--- src/sv/cau_div_cell.sv ---
// One restoring-division cell: one quotient bit for each of the two parts.
module cau_div_cell #(
    parameter int W = 32,
    localparam int RW = 2 * W + 1,
    localparam int SW = 2 * W + 9
) (
    input  logic            clk,
    input  logic            rst_n,
    input  logic            in_valid,
    output logic            in_ready,
    input  logic [RW-1:0]   in_rem_re,
    input  logic [RW-1:0]   in_rem_im,
    input  logic [W-1:0]    in_nlo_re,
    input  logic [W-1:0]    in_nlo_im,
    input  logic [W-1:0]    in_q_re,
    input  logic [W-1:0]    in_q_im,
    input  logic [2*W-1:0]  in_den,
    input  logic [SW-1:0]   in_side,
    output logic            out_valid,
    input  logic            out_ready,
    output logic [RW-1:0]   out_rem_re,
    output logic [RW-1:0]   out_rem_im,
    output logic [W-1:0]    out_nlo_re,
    output logic [W-1:0]    out_nlo_im,
    output logic [W-1:0]    out_q_re,
    output logic [W-1:0]    out_q_im,
    output logic [2*W-1:0]  out_den,
    output logic [SW-1:0]   out_side
);
    logic [RW-1:0] t_re, t_im, dext;
    logic ge_re, ge_im;

    logic v_reg;
    logic [RW-1:0] rem_re_reg, rem_im_reg;
    logic [W-1:0] nlo_re_reg, nlo_im_reg, q_re_reg, q_im_reg;
    logic [2*W-1:0] den_reg;
    logic [SW-1:0] side_reg;

    // With no quotient overflow the remainder is below the divisor: top bit clear.
    assign dext  = {1'b0, in_den};
    assign t_re  = {in_rem_re[RW-2:0], in_nlo_re[W-1]};
    assign t_im  = {in_rem_im[RW-2:0], in_nlo_im[W-1]};
    assign ge_re = t_re >= dext;
    assign ge_im = t_im >= dext;

    assign in_ready = !v_reg || out_ready;

    always_ff @(posedge clk or negedge rst_n)
    begin
        if (!rst_n)
        begin
            v_reg <= 1'b0;
        end
        else if (in_ready)
        begin
            v_reg <= in_valid;
        end
    end

    always_ff @(posedge clk)
    begin
        if (in_ready && in_valid)
        begin
            rem_re_reg <= ge_re ? t_re - dext : t_re;
            rem_im_reg <= ge_im ? t_im - dext : t_im;
            nlo_re_reg <= {in_nlo_re[W-2:0], 1'b0};
            nlo_im_reg <= {in_nlo_im[W-2:0], 1'b0};
            q_re_reg   <= {in_q_re[W-2:0], ge_re};
            q_im_reg   <= {in_q_im[W-2:0], ge_im};
            den_reg    <= in_den;
            side_reg   <= in_side;
        end
    end

    assign out_valid  = v_reg;
    assign out_rem_re = rem_re_reg;
    assign out_rem_im = rem_im_reg;
    assign out_nlo_re = nlo_re_reg;
    assign out_nlo_im = nlo_im_reg;
    assign out_q_re   = q_re_reg;
    assign out_q_im   = q_im_reg;
    assign out_den    = den_reg;
    assign out_side   = side_reg;

endmodule

--- config.mk ---
export PLATFORM = sky130hd
export DESIGN_NAME = cau_div_cell
export DESIGN_NICKNAME = d
export VERILOG_FILES = /design/src/sv/cau_div_cell.sv
export SDC_FILE = /design/constraint.sdc
export NUM_CORES = 1
export LEC_CHECK = 0
export BUFFER_PORTS_ARGS = -buffer_cell sky130_fd_sc_hd__buf_2
export CORE_AREA = 2 2 313 315
export CTS_CLUSTER_DIAMETER = 30
export DETAILED_ROUTE_END_ITERATION = 8
export DIE_AREA = 0 0 315 317
export HOLD_SLACK_MARGIN = 0.05
export PLACE_DENSITY_LB_ADDON = 0.05
export SLEW_MARGIN = 10
export SYNTH_ARGS = -nofsm -noshare
export SYNTH_HDL_FRONTEND = slang
export SYNTH_SLANG_ARGS = --single-unit
--- constraint.sdc ---
create_clock -name clk -period 28.9 [get_ports clk]
set_clock_uncertainty 0.05 [all_clocks]
set_input_delay 5.78 -clock clk [delete_from_list [all_inputs] [get_ports clk]]
set_output_delay 5.78 -clock clk [all_outputs]
set_load 0.1 [all_outputs]
==> reports/metrics.cfg <==
[cells_and_area]
fin_cells = 4044
drive_above_1_share_pct = 37.64
postLayoutCoreUtil_pct = 31.86
final_common_cell = buf_2
area_growth_pct = 44.32
fin_nets = 3200
layout_common_cells = buf_2, edfxtp_1, a21oi_1
stdcell_area_sq_um = 30680

[clock_tree]
cts_tree = built
clock_sinks = 394
post_cts_resized = 0
post_cts_buffers = 0
cts.htree.levels = 3
clk-insertion-delay-late_ns = 0.67
cts.clk_slew.worst_paths_ns = 0.04
cts.path.max_buffers = 3
clockRootBuffer = clkbuf_16
hold_buffers = 0
numCtsBuffers = 117

[placed_design]
portBuffers = 789
hpwl_um = 76950
placed_area_sq_um = 26580
gp_congestion = 0.8517
placed_cells = 3828
post-place-ws_ns = 16.66

[detailed_routing]
via_per_inst = 4.484
drc = 0
vias = 18130
drt-total-wl_um = 93770
drt_iter0_drc = 1161
drt_pass1_iterations = 5
ant_nets = 0
routedWlPerCell_um = 23.19

[synthesis]
async_flop_share_pct = 0.2538
synth-seq-cells = 394
yosys_most_used_dff = edfxtp_1
ys_warn_count = 0
synth-edff-count = 393
synthTopCellsByArea = edfxtp_1, ha_1, a21oi_1
syn_inst = 1820
yosysTopAreaCell = edfxtp_1
synth_top_cell_area_share_pct = 55.52
avgSynthCellArea_sq_um = 11.68
ys_types = 77
syn_area_sq_um = 21260
seq_area_frac_synth_pct = 55.64

[die]
die_area_sq_um = 99860
start_util_pct = 22.08
core.rowCount = 114
coreArea_sq_um = 96280
die_x_um = 315
io_pins = 796
die_y_um = 317

[hold_path]
min-delay-start = out_valid$_DFFE_PN0N_
whs_endpoint = out_valid$_DFFE_PN0N_
min_path_cells = 2
hp-class = flop to flop

[pwr]
powerDensity_nw_per_um2 = 86.91
p_leak_nw = 13.12
vdd_drop_max_mv = 0.04890
power.total_mw = 2.666

[global_routing]
grt_usage_pct = 17.91
grt_max_degree = 128
antenna_found_initial = 39
grt_overflow = 0
grt_pass1_vias = 18640
grt_pass1_wl_um = 129500

[sta]
fin_ws_ns = 16.65
whs_ns = 0.5104
final-setup-viol-count = 0
max_freq_mhz = 81.65
drv_slew = 0
period_share_pct = 42.38
tns_ns = 0
rsz0062_at_grt = no
fin_crit_ns = 12.25
hold_viol_final = 0
worst_pin_slew_ns = 1.096
max_slew_margin_pct = 26.94

[run]
maxCapViolations = 0

[critical_path]
reg2regPathDepth = 3
cp-start-kind = primary input
timing.rr.end = out_side[5]$_DFFE_PP_
worstSetupEndpointType = output pin
r2r-start = out_valid$_DFFE_PN0N_
worstPathArrival_ns = 6.42
crit_fanout = 3
crit_type = primary input to output pin
r2r_setup_slack_ns = 26.24
required_ns = 23.07

[status]
status = complete, no violations

## routing by layer
metal | GRT usage [%] | wire (um) | vias to the layer above
met4 | 4.989 | 2146 | 34
met3 | 6.717 | 8399 | 175
met2 | 32.03 | 47780 | 704
met5 | 0 | 241 | -
li1 | - | - | 8602
met1 | 19.79 | 35200 | 8617
## sequential cells by signal, indices dropped and copies added, names as in the netlist, 31 cells and up
| name | flops |
|---|---|
| out_nlo_im | 31 |
| out_q_im | 32 |
| out_rem_re | 65 |
| out_q_re | 32 |
| out_den | 64 |
| out_side | 73 |
| out_rem_im | 65 |
| out_nlo_re | 31 |
## how the worst max path moves through the flow
stage	slack, ns	startpoint	end
finish	16.65	out_ready	in_ready
global route	16.62	out_ready	in_ready
CTS	16.65	out_ready	in_ready
detailed placement	16.66	out_ready	in_ready
global placement	16.66	out_ready	in_ready
floorplan	12.50	out_ready	out_den[0]$_DFFE_PP_
## logic make-up after synthesis
group	Yosys count	share of synthesized area, %
AOI/OAI and AO/OA	500	14.68
and+or+nand+nor	434	9.689
DFF	394	55.64
buffers and inverters	164	3.208
adders and majority gates	130	7.723
xor gates and xnor gates	117	4.821
muxes	80	4.221
other	1	0.01764
## critical path, cell delays in order
cell	delay, ns
buf_2	0.07
nand2b_1	0.13
buf_2	0.44
## power breakdown
group	switching (mW)	internal, mW
Combinational	0.499	0.145
Sequential	0.0101	0.690
Clock	0.382	0.940
## final cells by class
cell class              instances  area [sq um]
diodes                          8         20.02
clock buffers                 133          3018
clock inverters                75          1054
fillers                     10070         65600
inverters                      95         356.6
multi-input cells            1263          8761
flip-flops and latches        394         11830
well taps                    1276          1597
repair buffers                800          4044
## cell usage after synthesis (all sizes together) (23+ instances only)
master / n
xnor2: 75
o21ai: 91
nor3: 25
mux2: 77
a21o: 69
nand4: 42
a31oi: 23
ha: 128
xor2: 42
clkbuf: 45
edfxtp: 393
buf: 24
nand2: 115
nand3: 28
a21oi: 200
nor2: 138
inv: 95
(Power assumes the default switching activity.)
