--- src/sv/cau_pkg.sv ---
// Shared operation codes, status codes and field widths of the complex arithmetic unit.
package cau_pkg;

    localparam int FUNC_W   = 3;
    localparam int STATUS_W = 2;
    localparam int TOL_W    = 16;

    typedef enum logic [FUNC_W-1:0] {
        FUNC_ADD = 3'd0,
        FUNC_SUB = 3'd1,
        FUNC_MUL = 3'd2,
        FUNC_DIV = 3'd3,
        FUNC_EQ  = 3'd4,
        FUNC_NE  = 3'd5
    } func_t;

    typedef enum logic [STATUS_W-1:0] {
        ST_OK       = 2'd0,
        ST_DIV_ZERO = 2'd1,
        ST_SAT      = 2'd2
    } status_t;

endpackage

--- src/sv/cau_back.sv ---
// Output stage: quotient sign and saturation, result selection, output register.
module cau_back #(
    parameter int W = 32,
    localparam int SW = 2 * W + 9
) (
    input  logic                         clk,
    input  logic                         rst_n,
    input  logic                         in_valid,
    output logic                         in_ready,
    input  logic [W-1:0]                 q_re,
    input  logic [W-1:0]                 q_im,
    input  logic [SW-1:0]                side,
    output logic                         out_valid,
    input  logic                         out_ready,
    output logic [W-1:0]                 res_re,
    output logic [W-1:0]                 res_im,
    output logic                         compare_true,
    output logic [cau_pkg::STATUS_W-1:0] status
);
    import cau_pkg::*;

    localparam logic [W:0] HALF = {2'b01, {(W-1){1'b0}}};

    function automatic logic [W:0] fix_fn(input logic [W-1:0] q, input logic neg,
                                          input logic ovf);
        logic [W:0] lim;
        logic [W:0] hmin;
        lim  = neg ? HALF : HALF - 1'b1;
        hmin = HALF - 1'b1;
        if (ovf || ({1'b0, q} > lim))
        begin
            return {1'b1, neg ? HALF[W-1:0] : hmin[W-1:0]};
        end
        return {1'b0, neg ? W'(-q) : q};
    endfunction

    logic [W-1:0] s_res_re, s_res_im;
    logic s_cmp, s_isdiv, s_dz, s_nre, s_nim, s_ovre, s_ovim;
    logic [1:0] s_st;
    logic [W:0] fre, fim;
    logic [W-1:0] res_re_next, res_im_next;
    status_t st_next;

    logic v_reg;
    logic [W-1:0] res_re_reg, res_im_reg;
    logic cmp_reg;
    status_t st_reg;

    assign {s_res_re, s_res_im, s_cmp, s_st, s_isdiv, s_dz, s_nre, s_nim, s_ovre, s_ovim} = side;
    assign fre = fix_fn(q_re, s_nre, s_ovre);
    assign fim = fix_fn(q_im, s_nim, s_ovim);

    always_comb
    begin
        res_re_next = s_res_re;
        res_im_next = s_res_im;
        st_next     = status_t'(s_st);
        if (s_isdiv)
        begin
            if (s_dz)
            begin
                res_re_next = '0;
                res_im_next = '0;
                st_next     = ST_DIV_ZERO;
            end
            else
            begin
                res_re_next = fre[W-1:0];
                res_im_next = fim[W-1:0];
                st_next     = (fre[W] || fim[W]) ? ST_SAT : ST_OK;
            end
        end
    end

    assign in_ready = !v_reg || out_ready;

    always_ff @(posedge clk or negedge rst_n)
    begin
        if (!rst_n)
        begin
            v_reg <= 1'b0;
        end
        else if (in_ready)
        begin
            v_reg <= in_valid;
        end
    end

    always_ff @(posedge clk)
    begin
        if (in_ready && in_valid)
        begin
            res_re_reg <= res_re_next;
            res_im_reg <= res_im_next;
            cmp_reg    <= s_cmp;
            st_reg     <= st_next;
        end
    end

    assign out_valid    = v_reg;
    assign res_re       = res_re_reg;
    assign res_im       = res_im_reg;
    assign compare_true = cmp_reg;
    assign status       = st_reg;

endmodule
--- config.mk ---
export PLATFORM = sky130hd
export DESIGN_NAME = cau_back
export DESIGN_NICKNAME = d
export VERILOG_FILES = /design/src/sv/cau_pkg.sv /design/src/sv/cau_back.sv
export SDC_FILE = /design/constraint.sdc
export NUM_CORES = 1
export LEC_CHECK = 0
export BUFFER_PORTS_ARGS = -buffer_cell sky130_fd_sc_hd__buf_4
export CAP_MARGIN = 10
export CORE_MARGIN = 3
export CORE_UTILIZATION = 50
export CTS_BUF_LIST = sky130_fd_sc_hd__clkbuf_4 sky130_fd_sc_hd__clkbuf_8 sky130_fd_sc_hd__clkbuf_16
export DETAILED_ROUTE_END_ITERATION = 8
export GPL_TIMING_DRIVEN = 0
export PLACE_DENSITY = 0.77
export SYNTH_ARGS = -nofsm -noshare
export SYNTH_HDL_FRONTEND = slang
export SYNTH_SLANG_ARGS = --single-unit
--- constraint.sdc ---
create_clock -name clk -period 2.74 [get_ports clk]
set_input_delay 0.548 -clock clk [delete_from_list [all_inputs] [get_ports clk]]
set_output_delay 0.548 -clock clk [all_outputs]
set_load 0.05 [all_outputs]
==> impl.org, run 1 <==
** Outcome
- The flow ran to the end, but the final reports show violations.
- The final reports fail on setup timing.

** Power and ir drop
- P_int :: 2.66 mW
- Sequential cell fraction of total power :: between 30 and 40%
- Power share of the clock group :: 31.8%
- VDD sags by at most 363 uV.
- Combinational cells account for 36.9% of the total power.
- Summing internal, switching and leakage power gives 4.05 mW.
- Switching power total :: roughly 1.4 mW
- Dividing total power by cell area gives a power density of around 420 nW/um^2.
- The analysis attributes to cell leakage a power of roughly 4 nW.
- Fraction of power spent switching nets :: 34.3%

** Drt
- The first detailed-routing pass took 5 iterations.
- The first routing iteration left 1037 violations.
- After detailed routing, the number of vias per cell comes to 6.59.
- Routed wire length :: 25100 um
- Detailed routing inserted a total of 7094 vias.
- For this run, design rule violations remaining after detail routing come to 0.
- Remaining antenna violation count after routing :: 0
- DR WL/cell :: 23.3 um

** Synth
- After synthesis, flip-flops and latches occupy 33.5% of the total area.
- The number of different library cells used by synthesis comes to 63.
- For this run, the leading register cell type out of synthesis is edfxtp_1.
- Number of synthesized flops with an enable pin :: 67
- Area of the mapped netlist :: 6090 um^2
- Synthesized area per cell :: 9.18 um^2
- In this run, synthesis produced a sequential element count of 68.
- The number of nets in the synthesized netlist is 870.
- Number of standard cells after synthesis :: 663
- In the synthesized netlist the async set-or-reset flop fraction comes to 1.47%.
- Synthesis Warnings :: 0

** STA
- Max-Slew Margin vs Limit :: 39.2%
- Based on the critical path, the design can be clocked at up to between 300 and 400 MHz.
- In the post-route analysis, the smallest setup slack over all paths is -0.0882 ns.
- The total count of hold-check failures in the final report came to 0.
- The final critical path takes up 103% of the cycle.
- Adding up every negative setup slack in the final design gives -1.30 ns.
- Final hold analysis gives a worst-case slack of 0.382 ns.
- RSZ-0062 raised after global routing :: yes
- Number of max-slew violations in the final report :: 0
- Total of endpoints with negative setup slack in the final report :: 40
- Least-Margin Pin Slew :: 0.912 ns
- The clock arrives with 0.0162 ns of skew.
- Minimum period implied by the final worst setup slack :: about 2.8 ns

** Global route
- Largest net degree at the start of global routing :: 68
- Via count of the first global-routing pass :: 6659
- Across every metal layer, demand over resource in global routing totals 35.0%.
- First-pass GRT wire length :: ~36000 um
- Number of antenna violations at the first check in global routing :: 0
- Congestion Overflow GR :: 0

** Critical path
- For the worst setup path, the data required time is 2.81 ns.
- In this run the worst path has a maximum fanout of 31.
- Kind of start point of the critical path :: input pin
- Crit Path Class :: in2reg
- For the worst setup path, the data arrival time is 2.90 ns.
- Crit path capture type :: flop

** Final layout
- The number of antenna diodes in the final layout is 0.
- Share of layout cells above drive strength 1 :: about 40%
- Area overhead of the layout relative to synthesis :: 56.7%
- Leading cell types in the layout, fill and taps excluded :: 232 x buf_4, 67 x edfxtp_1, 54 x ha_1
- The net count of the finished layout is 1135.
- Leaving out fill and tap cells, the most frequent cell in the layout is buf_4.

** Placed design
- GP Congestion :: approximately 0.95
- Summed over all nets, the half-perimeter wirelength after detailed placement is 17300 um.
- In this run the tool buffered the top-level ports with 209 buffer cells.
- Post-place setup slack :: -1.20 ns

** Die
- From bottom edge to top edge, the die measures between 100 and 150 um.
- For this design the top-level I/O count stands at 210.
- Measured along the x axis, the die boundary spans 116 um.
- FP Rows :: 39
- After floorplanning, the core was sized to cover 11700 um^2.
- Once the floorplan was initialized, standard cells occupied between 50% and 60% of the core.
- The floorplan step defined a die boundary enclosing 13500 um^2.

** Clock tree
- Clock tree synthesis found a total of 68 sinks.
- Max Root-Sink Buffers :: 2
- CTS built an H-tree with a depth of 3.
- TritonCTS built the clock tree.
- Clock transition at path regs :: 0.06 ns
- The cell sitting at the root of the clock tree is a clkbuf_16.
- In this run, CTS created clock tree buffers numbering 9.
- Clock latency at the later pin of the worst-skew pair :: between 0.3 and 0.4 ns

** Flow run
- Across the run, the number of max-cap violations was 0.

** Worst hold path
- The worst hold path belongs to the class in2reg.
==> final cells by class <==
cell class	count	area, um^2
Sequential cell	68	2040
Clock inverter	5	76.3
Buffer	29	298
Multi-Input combinational cell	519	4390
Tap cell	143	179
Timing Repair Buffer	258	2140
Inverter	43	181
Fill cell	697	2120
Clock buffer	11	240
==> per-layer routing <==
layer | track usage (%) | wire length (um) | vias up
met5 | 0 | 0 | -
met3 | 9.90 | 2820 | 102
met2 | 56.2 | 11600 | 506
met4 | 12.8 | 1020 | 0
met1 | 45.0 | 9650 | 3337
li1 | - | - | 3149
==> worst paths after layout <==
check	from	to	slack [ns]	cells past startpoint
worst max-delay path	side[3]	res_re[29]	-0.09	11
worst max register to register	out_valid	res_re[17]	1.07	2
min in group asynchronous	rst_n	out_valid	0.51	2
worst min register to register	out_valid	out_valid	0.55	2
worst min-delay path	side[8]	compare_true	0.38	1
max in group asynchronous	rst_n	out_valid	2.15	2
==> cell usage after synthesis, drive strengths merged (10+ instances only) <==
cell type  number  area (um^2)
o221ai         30          263
o21ai          30          150
or4            11         82.6
nand3          10         50.1
nor3           24          125
a22oi          18          135
or3            22          149
xor2           22          193
ha             66          826
inv            41          154
o211ai         22          170
nor2           44          165
nand4          19          119
edfxtp         67         2010
o31ai          18          149
clkbuf         32          120
nor4           10         83.8
nand2          45          169
a21oi          42          210
mux2i          13          130
==> cell families after synthesis <==
group / count (synthesis) / share of synthesized area (%)
buffers and inverters: 76 / 4.81
adders and majority gates: 66 / 13.6
and+or+nand+nor: 212 / 18.5
AOI/OAI and AO/OA: 199 / 23.3
DFF: 68 / 33.5
xor gates and xnor gates: 27 / 3.88
muxes: 15 / 2.51
==> per-stage QoR <==
stage | area [um^2] | util, % | cells
floorplan | 6300 | - | 663
global placement | 8050 | 69.0 | 1015
detailed placement | 8050 | 69.0 | 1015
CTS | 9210 | 79.0 | 1067
global route | 9540 | 81.8 | 1076
finish | 9540 | 81.8 | 1076
==> power groups by stage <==
stage | combinational [mW] | clock, mW | sequential (mW)
2_1_floorplan | 0.466 | 0 | 1.54
3_3_place_gp | 1.20 | 0 | 1.29
3_5_place_dp | 1.23 | 0 | 1.29
4_1_cts | 1.38 | 1.28 | 1.27
5_1_grt | 1.58 | 1.33 | 1.27
6_report | 1.49 | 1.29 | 1.27
==> critical path, cell delays in order <==
cell       delay [ns]
buf_16           0.16
ha_1             0.31
nand4_1          0.13
nor2_1           0.07
a221o_1          0.36
or3_4            0.40
a211oi_4         0.25
buf_4            0.15
nand2b_4         0.20
clkbuf_16        0.19
o221ai_1         0.12
==> what timing repair did <==
item,4_1_cts,5_1_grt
pin swaps,31,41
endpoints found under the hold margin,1,0
endpoints found under the setup margin,65,65
gates resized for setup,95,53
setup buffers,29,11
cloned,7,1
hold buffers,1,0
Power figures use the tool's default switching activity.
==> run 2, diff against run 1 <==
clock period = 3.2 ns   (was 2.74 ns; I/O delays follow)
==> impl.org, run 2 (synthesis gave the netlist of run 1 again) <==
** Die
- Width of the die :: around 120 um
- The total area inside the core boundary comes to 11700 um^2.
- The floorplan step defined a die boundary enclosing 13500 um^2.
- For this design the top-level I/O count stands at 210.
- Starting utilization of the core area :: 52.2%
- The floorplan has 39 rows.
- Measured along the y axis, the die boundary spans roughly 120 um.

** STA
- Tcrit/Tclk final :: 101%
- Number of max-slew violations in the final report :: 0
- Setup violations remaining at the end of the flow were counted as 2.
- The smallest clock period supported by the final layout is computed as between 3 and 4 ns.
- Least-Margin Pin Slew :: 0.889 ns
- Worst slack on hold paths :: 0.0784 ns
- Highest achievable clock rate :: between 300 and 400 MHz
- In this run the tightest slew margin relative to its limit is roughly two fifths.
- After layout, the worst setup slack is -0.0314 ns.
- The total count of hold-check failures in the final report came to 0.
- On the final layout, the worst clock skew is 0.0109 ns.

** Global route
- The first global-routing pass estimated approximately 33000 um of wire.
- The via count of the first global-routing pass was 6213.
- Congestion Overflow GR :: 0
- Number of antenna violations at the first check in global routing :: 0
- For this run, the total global-route usage over all layers was measured as 31.6%.
- Entering global routing, the biggest net connects 68 pins.

** Clock tree
- The clock passes through at most 2 buffers.
- Counting the buffers created by CTS gives 9.
- Hold repair after CTS inserted 0 buffers.
- For the worst-skew pair, the clock arrives at the later sink with an insertion delay of 0.34 ns.
- Clock transition at path regs :: 0.05 ns
- Clock tree sinks :: 68
- The H-tree was split into 3 levels.
- Cell at the root of the clock tree :: clkbuf_16
- Clock tree from TritonCTS :: yes

** Drt
- In the routed layout, each cell is associated on average with a via count of 6.44.
- DRC violations left :: 0
- Once detail routing completed, the nets flagged for antenna violations numbered 0.
- The first routing iteration left 728 violations.
- Sum of met2 wire segment lengths after detailed routing :: 10300 um
- The pre-antenna-repair detailed-routing pass consisted of 5 iterations.
- Met3 wire length :: 2300 um
- In the final routed layout, each cell accounts on average for 21.7 um.
- After detailed routing, the total wire length is 22600 um.
- DR vias :: 6689
- After detailed routing, the wire length on met1 is 9250 um.
- Routed signal wires occupy layers up through met4.

** Critical path
- Crit path capture type :: flop
- Crit Path Class :: in2reg
- Startpoint of the worst register-to-register path :: out_valid
- Tracing the worst setup path back leads to its startpoint at side[2].
- Data arrival time of the critical path :: 3.29 ns
- Maximum fanout count along the critical path :: 19
- Kind of start point of the critical path :: input pin
- CP Data Required Time :: 3.26 ns

** Final layout
- 0 antenna diodes ended up in the layout.
- Post-route cell area :: roughly 8500 um^2
- Final core utilization :: 72.7%
- Leaving out fill and tap cells, the most frequent cells in the layout are 217 x buf_4, 67 x edfxtp_1, 65 x ha_1.
- Share of layout cells above drive strength 1 :: 32.0%
- Most frequent standard cell in the layout excluding fill and tap cells :: buf_4
- Relative to the synthesized area, the layout overhead comes to 39.2%.
- Number of nets in the layout :: 1098

** Placed design
- Count of input and output buffers :: 209
- At the end of routability-driven placement, the weighted congestion stood at 0.991.
- Post-place setup slack :: -1.38 ns
- In this run the cell area measured after placement is 7870 um^2.
- Detailed placement finished with a half-perimeter wire length of 17400 um.

** Outcome
- The final reports fail on setup timing.
- Outcome :: complete, but fails checks

** Power and ir drop
- The design draws 3.20 mW.
- Total power per unit cell area :: 377 nW/um^2
- Static leakage power :: ~3.6 nW
- The worst-case IR drop observed on VDD is 272 uV.

** Flow run
- The tool flagged a number of max-cap violations equal to 0.

** Worst hold path
- In this run the worst hold path is classified as in2async.
run 2: routing by layer:
layer	global-route usage, %	vias up
met5	0	-
met4	11.3	0
met3	5.85	48
met2	50.1	414
met1	43.4	3160
li1	-	3067
run 2: worst max-delay path, cell delays in order:
cell	delay [ns]
buf_16	0.14
clkinv_4	0.11
clkbuf_8	0.19
ha_1	0.32
nand4_1	0.17
nor3_4	0.31
buf_4	0.17
a2bb2oi_4	0.07
a41oi_2	0.24
o21a_1	0.20
buf_6	0.16
clkbuf_8	0.18
nor4_1	0.06
a221o_1	0.32
run 2: path summary, 6_finish.rpt:
| kind | to | slack [ns] | cells past startpoint |
|---|---|---|---|
| hold reg to reg | out_valid | 0.56 | 2 |
| setup / recovery | res_im[23] | -0.03 | 14 |
| max in group asynchronous | out_valid | 3.04 | 1 |
| setup reg to reg | res_im[31] | 1.53 | 2 |
| min in group clk | compare_true | 0.49 | 1 |
| hold / removal | out_valid | 0.08 | 1 |
run 2: what timing repair did:
item                                    CTS  global route
endpoints found under the setup margin   65            53
resized for setup                        29            23
pin swaps                                 4             8
buffers inserted                          2             8
gates cloned                              0             1
run 2: power breakdown:
| part | internal (mW) | leakage (nW) | switching, mW |
|---|---|---|---|
| sequential | 1.07 | 0.661 | 0.0199 |
| combinational | 0.411 | 2.79 | 0.687 |
| clock | 0.648 | 0.154 | 0.366 |
| total | 2.12 | 3.61 | 1.07 |
run 2: area by class of cell:
type | instances | area [um^2]
inverter | 43 | 171
fill | 858 | 3190
tap | 143 | 179
buffer | 30 | 184
timing repair buffer | 220 | 1700
multi-input combinational | 519 | 3910
clock buffer | 13 | 262
sequential | 68 | 2040
clock inverter | 3 | 40.0
run 2: metrics by stage:
stage,instances,setup TNS (ns)
final,1039,-0.0564
after global placement,1015,-82.68
after global routing,1039,-0.154
after CTS,1031,0
after detailed placement,1015,-73.05
after floorplan,663,0
==> run 3, diff against run 2 <==
--- a/config.mk
+++ b/config.mk
@@ -10,3 +10,3 @@
 export CORE_MARGIN = 3
-export CORE_UTILIZATION = 50
+export CORE_UTILIZATION = 35
 export CTS_BUF_LIST = sky130_fd_sc_hd__clkbuf_4 sky130_fd_sc_hd__clkbuf_8 sky130_fd_sc_hd__clkbuf_16
@@ -14,3 +14,3 @@
 export GPL_TIMING_DRIVEN = 0
-export PLACE_DENSITY = 0.77
+export PLACE_DENSITY = 0.56
 export SYNTH_ARGS = -nofsm -noshare
==> constraint.sdc (replaced) <==
create_clock -name clk -period 3.2 [get_ports clk]
set_input_delay 0.32 -clock clk [delete_from_list [all_inputs] [get_ports clk]]
set_output_delay 0.32 -clock clk [all_outputs]
set_load 0.05 [all_outputs]
==> impl.org, run 3 (synthesis gave the netlist of run 1 again) <==
** Final layout
- Most frequent standard cell in the layout excluding fill and tap cells :: buf_4
- Final core utilization :: 49.7%
- The repair_antennas step left the layout with diodes totalling 0.
- The layout has between 1500 and 2000 filler cells.
- In the layout the commonest cells are 213 x buf_4, 67 x edfxtp_1, 66 x ha_1.
- Number of nets in the layout :: 1092
- Of the cells placed in the final design, the portion with a size suffix greater than 1 is 30.4%.
- From synthesis to final layout, the design area changed by 37.3%.
- Final Non-Filler Cells :: 1108

** Power and ir drop
- The clock network burns a little under a third of the power.
- Total power per unit cell area :: 372 nW/um^2
- Worst-case vdd ir drop :: about 270 uV
- The analysis attributes to net switching a power of 1.06 mW.
- Static leakage power :: 3.51 nW
- Cell internal power was estimated by the tool at 2.06 mW.
- Fraction of power spent switching nets :: 33.9%
- Of the total power, registers draw a little over a third.
- Part of the power in combinational logic :: 34.2%

** STA
- Minimum period implied by the final worst setup slack :: 3.01 ns
- The total count of hold-check failures in the final report was 0.
- Tcrit/Tclk final :: approximately 94%
- Number of max-slew violations in the final report :: 0
- Max-Slew Margin vs Limit :: 38.4%
- Worst slack on hold paths :: 0.159 ns
- After routing, the total negative slack on setup checks comes to 0 ns.
- Total of endpoints with negative setup slack in the final report :: 0
- Final setup margin :: 0.193 ns
- Setup repair after global routing left no endpoint under its margin.
- For this run, the top clock speed supported by timing is 333 MHz.
- For the final database, setup skew stands at between 0.007 and 0.008 ns.
- Least-Margin Pin Slew :: 0.924 ns

** Critical path
- Counting both buffers and inverters, the worst setup path holds a total of 4.
- Along the worst path, the maximum fanout reaches 38.
- Depth of the most critical reg-to-reg path :: 2
- Data arrives at the worst endpoint at 3.09 ns.
- The startpoint identified for the worst register-to-register timing path is out_valid.
- Slowest library cell on the worst path :: a221o_1
- In this run the critical register-to-register path is captured at res_im[10].
- The critical path is of the in2reg type.
- CP Data Required Time :: 3.28 ns
- The worst register-to-register path has a setup slack of 1.50 ns.
- The signal on the critical path passes through buf_8 > clkinv_4 > clkbuf_8 > ha_1 > nand4_1 > nor3_4 > and4_1 > a41oi_2 > o21a_2 > buf_4 > or3_1 > a221o_1.
- The cell family contributing the most delay on the critical path is simple AND/OR/NAND/NOR gates.
- The worst setup path is launched from an input pin.
- Max incr delay on CP :: 0.36 ns
- Crit path capture type :: flop

** Die
- Area of the core :: about 17000 um^2
- The die is around 140 um tall.
- In this run the core area contains 47 standard-cell rows.
- 210 I/O pins were placed.
- Measured along the x axis, the die boundary spans 138 um.
- Starting utilization of the core area :: 36.2%
- The die covers 19000 um^2.

** Drt
- Count of TritonRoute iterations in the first routing pass :: 5
- Remaining antenna violation count after routing :: 0
- Routed wire length :: between 20000 and 25000 um
- For this block, the initial DRC count from the detailed router was 468.
- Number of vias per cell after detailed routing :: 5.76
- For this run, design rule violations remaining after detail routing come to 0.
- In the final routed layout, each cell accounts on average for 20.6 um.
- The routed layout has 6386 vias.

** Global route
- First-pass GRT wire length :: 34600 um
- The via count of the first global-routing pass came to 6255.
- Global routing finished with a remaining overflow of 0.
- Largest net degree at the start of global routing :: 68
- In the global route stage, overall resource usage came out at 23.8%.
- The number of antenna violations at the first check in global routing is 0.

** Clock tree
- Counting along the longest clock path gives a buffer depth of 2.
- Clock tree synthesis selected as its root buffer the cell clkbuf_16.
- Clock latency on the worst-skew pair, taken at its later pin, is 0.34 ns.
- Counting the buffers created by CTS gives 9.
- TritonCTS built the clock tree.
- Clock tree sinks :: 68
- Deepest level of the CTS H-tree :: 3
- After clock tree synthesis, the clock-pin slew on the worst setup and hold paths is around 0.05 ns.

** Placed design
- Post-place setup slack :: -1.72 ns
- Count of input and output buffers :: approximately 210
- Routability-driven placement finished with a final weighted congestion of ~0.91.
- Detailed placement finished with a half-perimeter wire length of about 18000 um.
- Cell count after placement :: about 1100

** Outcome
- Outcome :: finished clean

** Flow run
- Max-cap violations in this run came to 0.

** Worst hold path
- The worst hold path belongs to the class in2reg.
- In this run the most critical hold path is launched from side[8].
- The path with the worst hold slack has its endpoint at compare_true.
- Number of cells traversed by the worst hold path :: 1
-- run 3: cell count changes in the layout (fill, tap and decap cells not counted), sizes merged --
cell | previous run | this run
buf | 221 | 215
clkbuf | 42 | 38
clkinv | 4 | 5
dlygate4sd3 | 0 | 1
-- run 3: area by class of cell --
| class | count | area, um^2 | share of cell area (%) |
|---|---|---|---|
| multi-input cells | 519 | 3830 | 45.8 |
| flip-flops and latches | 68 | 2040 | 24.4 |
| repair buffers | 215 | 1620 | 19.4 |
| well taps | 220 | 275 | 3.29 |
| clock buffers | 10 | 233 | 2.78 |
| inverters | 43 | 171 | 2.05 |
| plain buffers | 29 | 146 | 1.75 |
| clock inverters | 4 | 42.5 | 0.509 |
-- run 3: through the flow --
stage                     instance area (um^2)  power, mW
after floorplan                           6100       1.69
after global placement                    7940       2.12
after detailed placement                  7950       2.14
after CTS                                 8340       3.13
after global routing                      8360       3.25
final                                     8360       3.11
-- run 3: worst max path at each step --
stage / cells past startpoint / endpoint / startpoint / slack [ns]
after floorplan: 13 / res_im[12] / side[2] / -0.03
after global placement: 14 / res_im[27] / side[2] / -1.70
after detailed placement: 14 / res_im[25] / side[2] / -1.72
after CTS: 12 / res_re[27] / side[3] / 0.04
after global routing: 11 / res_re[12] / side[3] / 0.02
final: 12 / res_im[23] / side[2] / 0.19
-- run 3: power groups by stage --
| stage | Combinational [mW] | Clock (mW) | Sequential, mW |
|---|---|---|---|
| 3_5_place_dp | 1.04 | 0 | 1.10 |
| 2_1_floorplan | 0.374 | 0 | 1.32 |
| 3_3_place_gp | 1.02 | 0 | 1.11 |
| 5_1_grt | 1.15 | 1.01 | 1.09 |
| 6_report | 1.06 | 0.961 | 1.09 |
| 4_1_cts | 1.06 | 0.980 | 1.09 |
-- run 3: layer usage --
metal  GRT usage [%]  routed length, um  vias up
met5               0                  0        -
met4            7.35                493        0
met3            4.79               1710       31
met2            36.6              10300      243
met1            33.8              10400     3055
li1                -                  -     3057
-- run 3: timing repair --
action,in CTS,in global routing
resized for setup,32,5
cloned,0,0
hold buffers,1,0
setup endpoints to repair,65,52
hold endpoints to repair,1,0
pin swaps,3,1
buffers inserted,4,1
